===== src/sv/assert_macros.svh =====
// assertion macros used by the top level rtl file of the block copy address generator
// no dependencies; take it in with an include of the bare file name
`ifndef ASSERT_MACROS_SVH
`define ASSERT_MACROS_SVH

// check that is switched off while reset is low
`define CHK_ON(label, clk, rst_n, prop, msg) \
    label: assert property (@(posedge clk) disable iff (!rst_n) prop) else $error(msg);

// check that also holds during reset
`define CHK_ALWAYS(label, clk, prop, msg) \
    label: assert property (@(posedge clk) prop) else $error(msg);

`endif


===== src/sv/mbcag_pkg.sv =====
// shared constants, types and helper functions of the block copy address generator
// no dependencies; imported by every module of the block
package mbcag_pkg;

    // sizes
    localparam int MAX_DIMS       = 4;
    localparam int INDEX_BITS     = 16;
    localparam int ADDR_BITS      = 32;
    localparam int CFG_BITS       = 64;
    localparam int LAYOUT_BITS    = 22;
    localparam int LINK_LSB       = 6;
    localparam int DIM_FIELD_BITS = 3;
    localparam int NUM_REGS       = 7;
    localparam int REG_IDX_BITS   = 3;
    localparam int OUT_ADDR_BITS  = 32;
    localparam int COUNT_BITS     = $clog2(MAX_DIMS + 1);
    localparam int STRIDE_STEPS   = (MAX_DIMS > 1) ? MAX_DIMS - 1 : 1;
    localparam int STEP_BITS      = (STRIDE_STEPS > 1) ? $clog2(STRIDE_STEPS) : 1;
    localparam int SIDE_SRC       = 0;
    localparam int SIDE_DST       = 1;

    // register reset values
    localparam logic [CFG_BITS-1:0]    CFG_RESET    = 64'h0001_0001_0001_0001;
    localparam logic [LAYOUT_BITS-1:0] LAYOUT_RESET = 22'd73;

    // configuration register indexes
    typedef enum logic [REG_IDX_BITS-1:0] {
        REG_SRC_EXTENTS = 3'd0,
        REG_SRC_STARTS  = 3'd1,
        REG_SRC_ENDS    = 3'd2,
        REG_DST_EXTENTS = 3'd3,
        REG_DST_STARTS  = 3'd4,
        REG_DST_ENDS    = 3'd5,
        REG_LAYOUT      = 3'd6
    } t_reg_idx;

    typedef logic [MAX_DIMS-1:0][INDEX_BITS-1:0] t_index_vec;
    typedef logic [MAX_DIMS-1:0][ADDR_BITS-1:0]  t_stride_vec;

    // control handed to every dimension cell
    typedef struct packed {
        logic load_init;
        logic step;
        logic restart;
        logic active;
    } t_cell_ctrl;

    // packed per-dimension field, zero where it does not fit the register
    function automatic logic [INDEX_BITS-1:0] field_of(input logic [CFG_BITS-1:0] reg_val,
                                                       input int d);
        logic [CFG_BITS-1:0] sh;
        sh = reg_val >> (d * INDEX_BITS);
        return (d * INDEX_BITS < CFG_BITS) ? sh[INDEX_BITS-1:0] : '0;
    endfunction

    function automatic logic [INDEX_BITS-1:0] umin(input logic [INDEX_BITS-1:0] a,
                                                   input logic [INDEX_BITS-1:0] b);
        return (a < b) ? a : b;
    endfunction

    // dimension count of one side, limited to MAX_DIMS
    function automatic logic [COUNT_BITS-1:0] dim_count(input logic [LAYOUT_BITS-1:0] layout,
                                                        input int side);
        logic [LAYOUT_BITS-1:0]    sh;
        logic [DIM_FIELD_BITS-1:0] raw;
        sh  = layout >> (side * DIM_FIELD_BITS);
        raw = sh[DIM_FIELD_BITS-1:0];
        return (int'(raw) > MAX_DIMS) ? COUNT_BITS'(MAX_DIMS) : COUNT_BITS'(raw);
    endfunction

    // link from destination dimension k to source dimension n
    function automatic logic link_bit(input logic [LAYOUT_BITS-1:0] layout,
                                      input int k, input int n);
        int                     b;
        logic [LAYOUT_BITS-1:0] sh;
        b  = LINK_LSB + k * MAX_DIMS + n;
        sh = layout >> b;
        return (b < LAYOUT_BITS) ? sh[0] : 1'b0;
    endfunction

endpackage


===== src/sv/mbcag_dim_cell.sv =====
// one destination dimension cell of the odometer chain
// holds one destination counter, steps the linked source counters; uses mbcag_pkg
module mbcag_dim_cell import mbcag_pkg::*; (
    input  logic                  i_clk,
    input  t_cell_ctrl            i_ctrl,
    input  logic [INDEX_BITS-1:0] i_init,
    input  logic [INDEX_BITS-1:0] i_end,
    input  t_index_vec            i_src_init,
    input  t_index_vec            i_src_end,
    input  logic [MAX_DIMS-1:0]   i_link,
    input  logic                  i_carry,
    input  t_index_vec            i_src,
    output t_index_vec            o_src,
    output logic                  o_carry,
    output logic [INDEX_BITS-1:0] o_cur
);

    logic [INDEX_BITS-1:0] r_idx;
    logic [INDEX_BITS-1:0] n_idx;
    logic [INDEX_BITS-1:0] w_inc;
    logic                  w_step;
    logic                  w_wrap;

    // position seen by this beat, back at the corner on restart
    assign o_cur  = i_ctrl.restart ? i_init : r_idx;
    assign w_step = i_carry && i_ctrl.active;
    assign w_inc  = o_cur + 1'b1;
    assign w_wrap = (w_inc >= i_end);

    // own counter step, carry goes to the next dimension
    always_comb begin
        n_idx   = o_cur;
        o_carry = 1'b0;
        if (w_step) begin
            n_idx   = w_wrap ? i_init : w_inc;
            o_carry = w_wrap;
        end
    end

    // linked source counters step once and wrap inside their window
    always_comb begin
        logic [INDEX_BITS-1:0] s;
        o_src = i_src;
        for (int n = 0; n < MAX_DIMS; n++) begin
            s = i_src[n] + 1'b1;
            if (w_step && i_link[n]) begin
                o_src[n] = (s >= i_src_end[n]) ? i_src_init[n] : s;
            end
        end
    end

    // counter register
    always_ff @(posedge i_clk) begin
        if (i_ctrl.load_init) begin
            r_idx <= i_init;
        end else if (i_ctrl.step) begin
            r_idx <= n_idx;
        end
    end

endmodule


===== config.mk =====
export PLATFORM = sky130hd
export DESIGN_NAME = mbcag_dim_cell
export DESIGN_NICKNAME = d
export VERILOG_FILES = /design/src/sv/assert_macros.svh /design/src/sv/mbcag_pkg.sv /design/src/sv/mbcag_dim_cell.sv
export SDC_FILE = /design/constraint.sdc
export NUM_CORES = 1
export LEC_CHECK = 0
export BUFFER_PORTS_ARGS = -buffer_cell sky130_fd_sc_hd__buf_2
export CAP_MARGIN = 10
export CORE_MARGIN = 2
export CORE_UTILIZATION = 45
export CTS_CLUSTER_DIAMETER = 50
export CTS_CLUSTER_SIZE = 12
export DETAILED_ROUTE_END_ITERATION = 6
export PLACE_DENSITY = 0.84
export SLEW_MARGIN = 5
export SYNTH_ARGS = -nofsm -noshare
export SYNTH_HDL_FRONTEND = slang
export SYNTH_SLANG_ARGS = --single-unit

===== constraint.sdc =====
create_clock -name i_clk -period 4 [get_ports i_clk]
set_input_delay 0.6 -clock i_clk [delete_from_list [all_inputs] [get_ports i_clk]]
set_output_delay 0.6 -clock i_clk [all_outputs]
set_load 0.005 [all_outputs]

==> out/metrics.cfg <==
[drt]
dr.pass1.iters=6
drt_iter0_markers=985
antenna_left=0
routed_via_density=6.05
wirelength_um=27700
drc=0
wl_per_cell_um=17.6
num_vias=9508

[final_layout]
area_growth_pct=42.3
largest_reg_flops=16
nets=1700
final_core_util=0.652
layout-drive-gt1-share=0.378
regMostFlops=r_idx
reg_top3=r_idx x16

[worst_setup_path]
cp_cell_sequence=buf_2 > buf_12 > nand4b_1 > a211oi_2 > and2_4 > nand3_1 > xnor2_2 > ha_1 > and4_1 > a221o_1 > a21oi_4 > nor2_1 > buf_2
reg2reg_from=r_idx[4]
crit_required_ns=3.40
arrival_ns=3.40
endpoint_kind=output pin
critical_path_peak_fanout=22
crit_type=input pin to output pin
cp_slowest_stage_delay_ns=0.41
crit_top_cell=buf_2
startpoint=i_ctrl[1]
cp-start-kind=input pin
slowest_stage=a211oi_2

[synth]
synthTopCellsByArea=ha_1, edfxtp_1, nand2_1
synth_top_area_cell=ha_1
seq_area_frac_synth=0.0695
synth_nets=1332
synth_cell_type_count=77
synthFlopType=edfxtp_1
async_flop_share=0
syn_area_per_cell_um2=6.82
synthCells=1013
ys_top_cells_by_count=nand2_1, inv_1, ha_1
synth-edff-count=16
yosys.cell_count.top_type=nand2_1
synth_seq_cells=16
syn-cell-area_um2=6910
yosysWarnings=0
synth_top_area_share=0.154

[timing]
final-hold-violation-count=0
setup_ws_ns=-0.000212
hold_ws_ns=0.671
max_freq_mhz=250
finalClockSkew_ns=0.00538
slew_headroom=0.490
setup_viol=1
maxSlewViolCount=0
setup_tns_ns=-0.000212
fin_crit_ns=4.00
rsz0062_at_grt=yes
fin_crit_sh=1.00
worst_pin_slew_ns=0.765

[cts]
clk_latency_ns=0.25
cts_sinks=16
htreeDepth=1
cts_hold_buf=0
cts_tree=done
cts_buffer_depth=2
cts_root_buf=clkbuf_16
cts_buffers=3
path_clk_slew_ns=0.05

[pwr]
power_frac_seq=0.145
p_int_mw=0.856
comb_power_share=0.727
peakVddDrop_mv=0.188
swShare=0.446
powerDensity_nw_per_um2=157
p_leak_nw=4.71
switching_power_mw=0.689
clkPwrFrac=0.128

[placement]
io_buffer_count=314
gp_congestion=1.01
dp_hpwl_um=21800

[global_routing]
antenna_found_initial=3
grt_pass1_wl_um=41100
grt_busiest_layer=met2
first_global_vias=8415
grtUsageMet3=0.0238
grt_usage=0.303
grt_util_met2=0.528
use_met1=0.394
gr-total-overflow=0
grt_max_degree=29

[status]
violations=negative setup slack
outcome=complete, but fails checks

[floorplanning]
initial_core_util=0.458
die_h_um=128
die_area_um2=16400
die_x_um=128
row_count=45
core_um2=15100
io_pins=315

[job]
cap_violations=0

[hold_path]
hold_path_class=input pin to register
min-delay-start=i_init[6]

## placed cells by master (no fill, tap or decap), types with 21 or more instances in the layout
| master | synthesis | final |
|---|---|---|
| nor3_1 | 47 | 43 |
| nor2_1 | 58 | 47 |
| xnor2_1 | 44 | 37 |
| ha_1 | 85 | 82 |
| and2_1 | 23 | 21 |
| a32oi_1 | 25 | 24 |
| a21oi_1 | 38 | 31 |
| buf_2 | 12 | 298 |
| o211ai_1 | 46 | 46 |
| inv_1 | 101 | 100 |
| nand2_1 | 122 | 121 |
| nand3_1 | 63 | 55 |
| buf_4 | 0 | 108 |
| nand4_1 | 32 | 32 |
## metal layers
| layer | part of all wire | up-vias | wire length [µm] |
|---|---|---|---|
| met5 | 0 | - | 0 |
| met4 | 0.050 | 0 | 1380 |
| met3 | 0.084 | 121 | 2320 |
| met2 | 0.47 | 611 | 13100 |
| met1 | 0.39 | 4292 | 10900 |
| li1 | - | 4484 | - |
## timing repair
item	CTS	global route
gates cloned	0	1
pin swaps	1	40
setup buffers	0	18
resized for setup	3	102
setup endpoints to repair	22	51
## path summary, 6_finish.rpt
path | to | slack (ns) | depth (start not counted)
worst min register to register | r_idx[11] | 0.74 | 2
worst max register to register | r_idx[6] | 0.47 | 13
worst min-delay path | r_idx[6] | 0.67 | 2
worst max-delay path | o_carry | -0.0002 | 13
## stage by stage
step	power (mW)	worst slack (ns)	std cells	area [µm²]
global placement	1.23	-0.0743	1545	9170
CTS	1.46	0.0222	1549	9260
detailed placement	1.25	-0.150	1545	9170
global route	1.66	-0.120	1570	9830
finish	1.55	-0.000212	1571	9830
floorplan	0.809	0.0204	1013	6930
## critical path: cells and delay by family
kind,cells,cell delay (ns)
AO/OA/AOI/OAI,3,0.97
AND/OR/NAND/NOR,5,0.89
XOR/XNOR,1,0.18
adder cells (fa/ha/maj),1,0.31
buffers and inverters,3,0.43
## final cells by class
cell class	count	area, µm²
multi-input combinational	833	6130
fill	1310	5260
timing repair buffer	426	2520
sequential	16	480
inverter	101	379
tap	188	235
clock buffer	3	75.1
antenna	3	7.51
clock inverter	1	3.75
## power groups by stage
stage	clock network, mW	registers [mW]	logic (mW)
after floorplan	0	0.223	0.587
after global placement	0	0.227	1.01
after detailed placement	0	0.228	1.03
after CTS	0.198	0.225	1.03
after global routing	0.202	0.228	1.23
final	0.198	0.225	1.12
## cell families after synthesis
family          after synthesis  share of synthesized area
simple gates                420                      0.309
compound gates              242                      0.258
buf+inv                     164                     0.0947
fa+ha+maj                    85                      0.154
xor+xnor                     67                     0.0860
mux                          19                     0.0293
flops                        16                     0.0695
Power figures use the tool's default switching activity.
